$ cat config.mk
export PLATFORM = sky130hd
export DESIGN_NAME = mips_elf_relocation_patcher_top_flat
export DESIGN_NICKNAME = d
export VERILOG_FILES = /design/src/design/merp_pkg.sv /design/src/design/merp_if.sv /design/src/design/mips_elf_relocation_patcher_top.sv /design/src/flat_wrapper.sv
export SDC_FILE = /design/constraint.sdc
export NUM_CORES = 2
export LEC_CHECK = 0
export ABC_AREA = 1
export BUFFER_PORTS_ARGS = -buffer_cell sky130_fd_sc_hd__buf_2
export CAP_MARGIN = 20
export CORE_UTILIZATION = 50
export DETAILED_ROUTE_END_ITERATION = 8
export PLACE_DENSITY = 0.69
export SLEW_MARGIN = 30
export SYNTH_ARGS = -nofsm -noshare
export SYNTH_HDL_FRONTEND = slang
export SYNTH_SLANG_ARGS = --single-unit
$ cat constraint.sdc
create_clock -name clk -period 14.72 [get_ports clk]
set_input_delay 2.944 -clock clk [delete_from_list [all_inputs] [get_ports clk]]
set_output_delay 2.944 -clock clk [all_outputs]
set_load 0.03 [all_outputs]
$ cat src/design/merp_pkg.sv
// Shared types, codes and sizes of the MIPS relocation patcher.
`default_nettype none

package merp_pkg;

    localparam int MERP_PENDING_DEPTH = 16;

    // Operation codes
    localparam logic OP_RELOCATE = 1'b0;
    localparam logic OP_FINISH   = 1'b1;

    // ELF relocation types handled
    localparam logic [7:0] TYPE_WORD32 = 8'd2;
    localparam logic [7:0] TYPE_JUMP26 = 8'd4;
    localparam logic [7:0] TYPE_HIGH16 = 8'd5;
    localparam logic [7:0] TYPE_LOW16  = 8'd6;

    // Result status codes
    localparam logic [1:0] ST_OK        = 2'd0;
    localparam logic [1:0] ST_BAD_TYPE  = 2'd1;
    localparam logic [1:0] ST_UNMATCHED = 2'd2;
    localparam logic [1:0] ST_FULL      = 2'd3;

    // One parked high16 record
    typedef struct packed {
        logic [31:0] offset;
        logic [31:0] base;
        logic [31:0] word;
        logic [15:0] symbol;
    } entry_t;

endpackage

`default_nettype wire

$ cat src/design/merp_if.sv
// Record and patch channel interfaces of the MIPS relocation patcher.
`default_nettype none

interface merp_rec_if;
    logic        valid;
    logic        ready;
    logic        operation;
    logic [7:0]  reloc_type;
    logic [31:0] instr_word;
    logic [31:0] site_offset;
    logic [31:0] reloc_base;
    logic [15:0] symbol_id;

    modport source (output valid, operation, reloc_type, instr_word, site_offset,
                    reloc_base, symbol_id, input ready);
    modport sink   (input valid, operation, reloc_type, instr_word, site_offset,
                    reloc_base, symbol_id, output ready);
endinterface

interface merp_patch_if;
    logic        valid;
    logic        ready;
    logic [31:0] patch_offset;
    logic [31:0] patch_word;
    logic        last;
    logic [1:0]  status;

    modport source (output valid, patch_offset, patch_word, last, status, input ready);
    modport sink   (input valid, patch_offset, patch_word, last, status, output ready);
endinterface

`default_nettype wire

$ cat src/design/mips_elf_relocation_patcher_top.sv
// Top level of the MIPS relocation patcher: sequencer, pending table, result register.
//
// Usage
//   rec   : relocation records and finish requests, valid/ready, taken on valid & ready.
//   patch : patched words with their offsets, valid/ready, one registered result stage.
//   word32, jump26, high16, unknown type and finish each give one result, from the
//   result state into the output register once that register is free or being taken.
//   A low16 record walks the pending table through its one read port, one entry a
//   cycle while no matching result waits on patch. Each entry with the same symbol
//   gives a result (last = 0) in table order; other entries are written back packed
//   toward the front. The low16 patch itself follows with last = 1.
//   rec.ready is high only while the sequencer is idle, one item at a time; a final
//   result may still sit in the output register when the next item is taken.
//   When patch stalls, the result holds and the table walk pauses on the entry
//   whose result cannot be placed, so no result is lost.
//   Reset clears the pending count, the sequencer and the output valid; table
//   contents are left as they are, only entries below the count are read.
//   A high16 record against a full table is echoed with status full and not parked.
`default_nettype none

module mips_elf_relocation_patcher_top
    import merp_pkg::*;
#(
    parameter int PENDING_DEPTH = MERP_PENDING_DEPTH
) (
    input  wire         clk,
    input  wire         rst_n,
    merp_rec_if.sink    rec,
    merp_patch_if.source patch
);

    localparam int CNT_W = $clog2(PENDING_DEPTH + 1);
    localparam int IDX_W = (PENDING_DEPTH > 1) ? $clog2(PENDING_DEPTH) : 1;

    localparam logic [1:0] S_IDLE   = 2'd0;
    localparam logic [1:0] S_SCAN   = 2'd1;
    localparam logic [1:0] S_RESULT = 2'd2;

    // Sequencer state
    logic [1:0]       state_reg, state_next;
    logic [CNT_W-1:0] count_reg, count_next;
    logic [CNT_W-1:0] rd_idx_reg, rd_idx_next;
    logic [CNT_W-1:0] keep_reg, keep_next;
    logic             rdv_reg, rdv_next;

    // Held item
    logic        op_reg;
    logic [7:0]  type_reg;
    logic [31:0] word_reg;
    logic [31:0] site_reg;
    logic [31:0] base_reg;
    logic [15:0] sym_reg;

    // Pending table, one read and one write port, registered read
    entry_t             pend_mem [PENDING_DEPTH];
    entry_t             rdata_reg;
    logic               mem_we;
    logic [IDX_W-1:0]   mem_waddr;
    entry_t             mem_wdata;
    logic               mem_re;
    logic [IDX_W-1:0]   mem_raddr;

    // Output register
    logic        out_valid_reg;
    logic [31:0] out_offset_reg;
    logic [31:0] out_word_reg;
    logic        out_last_reg;
    logic [1:0]  out_status_reg;

    logic        out_load;
    logic [31:0] load_offset;
    logic [31:0] load_word;
    logic        load_last;
    logic [1:0]  load_status;

    logic        rec_acc;
    logic        slot_free;
    logic        match;
    logic        consume;
    logic        table_full;
    logic [31:0] fin_offset;
    logic [31:0] fin_word;
    logic [1:0]  fin_status;
    logic [31:0] res_full;
    logic [15:0] res_upper;

    assign rec.ready  = (state_reg == S_IDLE);
    assign rec_acc    = rec.valid && rec.ready;
    assign slot_free  = !out_valid_reg || patch.ready;
    assign table_full = (count_reg == CNT_W'(PENDING_DEPTH));

    // high16 resolution against the low16 record's word
    assign res_full  = {rdata_reg.word[15:0], 16'h0000}
                     + {{16{word_reg[15]}}, word_reg[15:0]}
                     + rdata_reg.base;
    assign res_upper = res_full[31:16] + {15'd0, res_full[15]};

    assign match   = (rdata_reg.symbol == sym_reg);
    assign consume = rdv_reg && (!match || slot_free);

    // Final result of the held item
    always_comb
    begin
        fin_offset = site_reg;
        fin_word   = word_reg;
        fin_status = ST_OK;
        if (op_reg == OP_FINISH)
        begin
            fin_offset = '0;
            fin_word   = '0;
            fin_status = (count_reg != '0) ? ST_UNMATCHED : ST_OK;
        end
        else
        begin
            case (type_reg)
                TYPE_WORD32: fin_word = word_reg + base_reg;
                TYPE_JUMP26: fin_word = {word_reg[31:26], word_reg[25:0] + base_reg[27:2]};
                TYPE_HIGH16: fin_status = table_full ? ST_FULL : ST_OK;
                TYPE_LOW16:  fin_word = {word_reg[31:16], word_reg[15:0] + base_reg[15:0]};
                default:     fin_status = ST_BAD_TYPE;
            endcase
        end
    end

    always_comb
    begin
        state_next  = state_reg;
        count_next  = count_reg;
        rd_idx_next = rd_idx_reg;
        rdv_next    = rdv_reg;
        keep_next   = keep_reg;
        mem_we      = 1'b0;
        mem_waddr   = keep_reg[IDX_W-1:0];
        mem_wdata   = rdata_reg;
        mem_re      = 1'b0;
        mem_raddr   = rd_idx_reg[IDX_W-1:0];
        out_load    = 1'b0;
        load_offset = fin_offset;
        load_word   = fin_word;
        load_last   = 1'b1;
        load_status = fin_status;

        case (state_reg)
            S_IDLE:
            begin
                if (rec_acc)
                begin
                    if (rec.operation == OP_RELOCATE && rec.reloc_type == TYPE_LOW16
                        && count_reg != '0)
                    begin
                        mem_re      = 1'b1;
                        mem_raddr   = '0;
                        rd_idx_next = CNT_W'(1);
                        rdv_next    = 1'b1;
                        keep_next   = '0;
                        state_next  = S_SCAN;
                    end
                    else
                    begin
                        state_next = S_RESULT;
                    end
                end
            end

            S_SCAN:
            begin
                if (consume)
                begin
                    if (match)
                    begin
                        out_load    = 1'b1;
                        load_offset = rdata_reg.offset;
                        load_word   = {rdata_reg.word[31:16], res_upper};
                        load_last   = 1'b0;
                        load_status = ST_OK;
                    end
                    else
                    begin
                        // keep index never passes the read index: no overlap
                        mem_we    = 1'b1;
                        keep_next = keep_reg + CNT_W'(1);
                    end
                end
                if (!rdv_reg || consume)
                begin
                    if (rd_idx_reg < count_reg)
                    begin
                        mem_re      = 1'b1;
                        rd_idx_next = rd_idx_reg + CNT_W'(1);
                        rdv_next    = 1'b1;
                    end
                    else
                    begin
                        rdv_next   = 1'b0;
                        count_next = keep_next;
                        state_next = S_RESULT;
                    end
                end
            end

            S_RESULT:
            begin
                if (slot_free)
                begin
                    out_load = 1'b1;
                    if (op_reg == OP_RELOCATE && type_reg == TYPE_HIGH16 && !table_full)
                    begin
                        mem_we     = 1'b1;
                        mem_waddr  = count_reg[IDX_W-1:0];
                        mem_wdata  = '{offset: site_reg, base: base_reg,
                                       word: word_reg, symbol: sym_reg};
                        count_next = count_reg + CNT_W'(1);
                    end
                    state_next = S_IDLE;
                end
            end

            default:
            begin
                state_next = S_IDLE;
            end
        endcase
    end

    always_ff @(posedge clk or negedge rst_n)
    begin
        if (!rst_n)
        begin
            state_reg     <= S_IDLE;
            count_reg     <= '0;
            rd_idx_reg    <= '0;
            keep_reg      <= '0;
            rdv_reg       <= 1'b0;
            out_valid_reg <= 1'b0;
        end
        else
        begin
            state_reg     <= state_next;
            count_reg     <= count_next;
            rd_idx_reg    <= rd_idx_next;
            keep_reg      <= keep_next;
            rdv_reg       <= rdv_next;
            out_valid_reg <= out_load ? 1'b1 : (out_valid_reg && !patch.ready);
        end
    end

    always_ff @(posedge clk)
    begin
        if (rec_acc)
        begin
            op_reg   <= rec.operation;
            type_reg <= rec.reloc_type;
            word_reg <= rec.instr_word;
            site_reg <= rec.site_offset;
            base_reg <= rec.reloc_base;
            sym_reg  <= rec.symbol_id;
        end
        if (out_load)
        begin
            out_offset_reg <= load_offset;
            out_word_reg   <= load_word;
            out_last_reg   <= load_last;
            out_status_reg <= load_status;
        end
    end

    always_ff @(posedge clk)
    begin
        if (mem_we)
        begin
            pend_mem[mem_waddr] <= mem_wdata;
        end
        if (mem_re)
        begin
            rdata_reg <= pend_mem[mem_raddr];
        end
    end

    assign patch.valid        = out_valid_reg;
    assign patch.patch_offset = out_offset_reg;
    assign patch.patch_word   = out_word_reg;
    assign patch.last         = out_last_reg;
    assign patch.status       = out_status_reg;

endmodule

`default_nettype wire

$ cat src/flat_wrapper.sv
// flat-port wrapper written by rule: the top's interface ports become plain ports
module mips_elf_relocation_patcher_top_flat import merp_pkg::*;
#(
    parameter int PENDING_DEPTH = MERP_PENDING_DEPTH
)
  (clk, rst_n, rec_valid, rec_operation, rec_reloc_type, rec_instr_word, rec_site_offset, rec_reloc_base, rec_symbol_id, rec_ready, patch_valid, patch_patch_offset, patch_patch_word, patch_last, patch_status, patch_ready);
  merp_rec_if rec_i ();
  merp_patch_if patch_i ();
  input  wire clk;
  input  wire rst_n;
  input wire logic [$bits(rec_i.valid)-1:0] rec_valid;
  input wire logic [$bits(rec_i.operation)-1:0] rec_operation;
  input wire logic [$bits(rec_i.reloc_type)-1:0] rec_reloc_type;
  input wire logic [$bits(rec_i.instr_word)-1:0] rec_instr_word;
  input wire logic [$bits(rec_i.site_offset)-1:0] rec_site_offset;
  input wire logic [$bits(rec_i.reloc_base)-1:0] rec_reloc_base;
  input wire logic [$bits(rec_i.symbol_id)-1:0] rec_symbol_id;
  output wire logic [$bits(rec_i.ready)-1:0] rec_ready;
  output wire logic [$bits(patch_i.valid)-1:0] patch_valid;
  output wire logic [$bits(patch_i.patch_offset)-1:0] patch_patch_offset;
  output wire logic [$bits(patch_i.patch_word)-1:0] patch_patch_word;
  output wire logic [$bits(patch_i.last)-1:0] patch_last;
  output wire logic [$bits(patch_i.status)-1:0] patch_status;
  input wire logic [$bits(patch_i.ready)-1:0] patch_ready;
  assign rec_i.valid = rec_valid;
  assign rec_i.operation = rec_operation;
  assign rec_i.reloc_type = rec_reloc_type;
  assign rec_i.instr_word = rec_instr_word;
  assign rec_i.site_offset = rec_site_offset;
  assign rec_i.reloc_base = rec_reloc_base;
  assign rec_i.symbol_id = rec_symbol_id;
  assign rec_ready = rec_i.ready;
  assign patch_valid = patch_i.valid;
  assign patch_patch_offset = patch_i.patch_offset;
  assign patch_patch_word = patch_i.patch_word;
  assign patch_last = patch_i.last;
  assign patch_status = patch_i.status;
  assign patch_i.ready = patch_ready;
  mips_elf_relocation_patcher_top #(.PENDING_DEPTH(PENDING_DEPTH)) u_core (.clk(clk), .rst_n(rst_n), .rec(rec_i), .patch(patch_i));
endmodule
==> impl_metrics.env <==
export IMPL_syn_area_per_cell_sq_um=13.3
export IMPL_nets=7041
export IMPL_seq_area_frac_synth_pct=71.4
export IMPL_die_h_um=423
export IMPL_pre_cts_ws_ps=7380
export IMPL_crit_buf_inv=4
export IMPL_end_kind="register"
export IMPL_clkSlewWorstSetupHoldPaths_ps=60
export IMPL_hold_end="u_core.state_reg[1]"
export IMPL_ctsRootBufferMaster="clkbuf_16"
export IMPL_p_comb_share_pct=12.6
export IMPL_rows=154
export IMPL_synth_nets=6909
export IMPL_p_leak_uw=0.0326
export IMPL_multiInputGateArea_sq_mm=0.0225
export IMPL_syn_area_sq_mm=0.0887
export IMPL_p_int_uw=9990
export IMPL_outcome="complete, no violations"
export IMPL_use_met3_pct=4.53
export IMPL_tightest_slew_ps=1100
export IMPL_crit_chain="buf_2 -> nor2_1 -> nand3_1 -> nor2_1 -> nand4_4 -> nand2_8 -> inv_12 -> buf_4 -> buf_4 -> nor2_1 -> o311ai_0 -> nand3_1 -> nand2_1"
export IMPL_reg2reg_slack_ps=9420
export IMPL_initial_core_util_pct=50.4
export IMPL_grt_pass1_vias=56405
export IMPL_worst_path_most_repeated_cell="nor2_1"
export IMPL_ctsLongestPathBuffers=3
export IMPL_async_reset_ff_share_pct=0.900
export IMPL_slew_headroom_pct=26.9
export IMPL_path_delay_family="buffers and inverters"
export IMPL_placed_cell_area_sq_mm=0.0922
export IMPL_period_needed_ps=6530
export IMPL_routed_wirelength_um=255000
export IMPL_largest_register_ffs=1792
export IMPL_design_area_sq_mm=0.0987
export IMPL_cts_max_level=4
export IMPL_gr_total_overflow=0
export IMPL_vias_per_cell=6.32
export IMPL_clk_latency_ps=860
export IMPL_synth_fa_ha_area_share_pct=1.98
export IMPL_p_sw_uw=3590
export IMPL_worstHoldStart="u_core.state_reg[1]"
export IMPL_r2r_start="u_core.count_reg[0]"
export IMPL_min_path_type="reg -> reg"
export IMPL_cts_tree="yes"
export IMPL_p_seq_share_pct=50.3
export IMPL_gr_usage_met1_pct=38.3
export IMPL_max_freq_mhz=153
export IMPL_synth_xor_area_share_pct=0.365
export IMPL_critPathMaxStageDelay_ps=820
export IMPL_die_area_sq_mm=0.179
export IMPL_total_power_uw=13600
export IMPL_finalSetupViolCount=0
export IMPL_postCtsSetupBuffers=0
export IMPL_portBuffers=193
export IMPL_boundaryPins=194
export IMPL_fillCellCount=13933
export IMPL_grt_max_degree=225
export IMPL_die_w_um=423
export IMPL_antenna_found_initial=9
export IMPL_seq_area_sq_mm=0.0633
export IMPL_cts_hold_buf=0
export IMPL_slew_viol_final=0
export IMPL_first_pass_iters=8
export IMPL_grt_pass1_wl_um=372000
export IMPL_final_common_cell="edfxtp_1"
export IMPL_synth_mux_area_share_pct=0
export IMPL_grt_usage_pct=27.9
export IMPL_cts_resized=0
export IMPL_routabilityCongestion=0.953
export IMPL_cp_data_arrival_time_ps=7250
export IMPL_synth_flop_cell="edfxtp_1"
export IMPL_ys_ff_latch=2111
export IMPL_cp_required_ps=15440
export IMPL_hpwl_um=137000
export IMPL_use_met2_pct=44.9
export IMPL_crit_path_max_fanout=157
export IMPL_critPathSlowestCell="inv_12"
export IMPL_crit_type="in -> reg"
export IMPL_cts_sinks=2111
export IMPL_ant_nets=0
export IMPL_synth_edf_count=2092
export IMPL_yosys_area_share_simple_pct=11.7
export IMPL_min_path_cells=2
export IMPL_ys_types=54
export IMPL_vdd_ir_drop_max_v=0.000118
export IMPL_final_cell_mix="edfxtp_1, nand2_1, nor2_1, nand3_1, o221ai_1"
export IMPL_rsz0062_at_grt="no"
export IMPL_area_delta_synth_final_pct=11.3
export IMPL_clock_power_share_pct=37.1
export IMPL_setup_ws_ps=8190
export IMPL_crit_path_start_kind="primary input"
export IMPL_synth_compound_area_share_pct=11.1
export IMPL_drv_cap=0
export IMPL_cts_buffers=207
export IMPL_wl_per_cell_um=27.4
export IMPL_layout_drive_gt1_share_pct=13.1
export IMPL_switching_share_pct=26.5
export IMPL_period_share_pct=44.4
export IMPL_vias=58698
export IMPL_r2r_cells=14
export IMPL_drt_iter0_markers=7575
export IMPL_finalSetupTns_ps=0
export IMPL_grt_busiest_layer="met2"
export IMPL_r2r_end="u_core.rdata_reg[47]"
export IMPL_yosys_warnings=0
export IMPL_powerDensity_mw_per_mm2=138
export IMPL_synth_cells=6654
export IMPL_coreArea_sq_mm=0.176
export IMPL_skew_ps=34.2
export IMPL_drc_errors=0
export IMPL_hold_viol=0
export IMPL_synth_top_family_by_area="simple AND/OR/NAND/NOR gates"
## tightest hold or removal path: stages (launching register included)
cell and delay (ps):
dfrtp_1 370, nand2_1 60, o21ai_0 60
## kinds of logic after synthesis
logic type,after synthesis
fa+ha+maj,130
flops,2111
xor+xnor,37
simple gates,2356
compound gates,1296
buf+inv,724
## worst max path at each step
stage                                 to              start  cells after the start
floorplan            u_core.rdata_reg[0]        patch_ready                      4
global placement    u_core.rdata_reg[47]  rec_reloc_type[4]                     13
detailed placement  u_core.rdata_reg[61]      rec_operation                     12
CTS                 u_core.rdata_reg[61]      rec_operation                     12
global route        u_core.rdata_reg[47]  rec_reloc_type[0]                     13
finish              u_core.rdata_reg[47]      rec_operation                     13
## through the flow
| stage | cells | util [%] | hold slack [ps] |
|---|---|---|---|
| finish | 9295 | 56.1 | 521 |
| global placement | 8910 | 52.3 | 498 |
| floorplan | 6654 | - | 478 |
| global route | 9295 | 56.1 | 566 |
| detailed placement | 8912 | 52.3 | 510 |
| CTS | 9289 | 56.0 | 525 |
## routing by layer
metal	share of wire, %	vias to the layer above
li1	-	25664
met2	47	3253
met1	40	29311
met3	9.3	464
met4	3.5	6
met5	0.016	-
## power groups by stage
stage               sequential (uW)  clock [uW]  combinational [uW]
finish                         6840        5030                1710
global route                   6840        5310                1870
CTS                            6840        5080                1700
detailed placement             6960           0                1690
global placement               6960           0                1670
floorplan                      7000           0                1080
## final cells by class
| cell class | instances | area share (%) |
|---|---|---|
| multi-input combinational | 3819 | 22.8 |
| clock buffer | 265 | 5.51 |
| timing repair buffer | 336 | 2.41 |
| tap | 2340 | 2.97 |
| sequential | 2111 | 64.1 |
| clock inverter | 112 | 0.977 |
| inverter | 311 | 1.23 |
| antenna | 1 | 0.00253 |
## cells in the mapped netlist, types with 120 or more instances
| cell type | count | area share, % |
|---|---|---|
| a21oi_1 | 127 | 0.72 |
| nand3_1 | 570 | 3.2 |
| o311ai_0 | 120 | 1.2 |
| inv_1 | 300 | 1.3 |
| o221ai_1 | 430 | 4.2 |
| or2_2 | 232 | 1.6 |
| edfxtp_1 | 2092 | 71 |
| clkbuf_1 | 238 | 1.0 |
| o21ai_0 | 210 | 1.2 |
| nand2_1 | 865 | 3.7 |
| nor2_1 | 608 | 2.6 |
| o211ai_1 | 235 | 2.0 |
(Power assumes the default switching activity.)
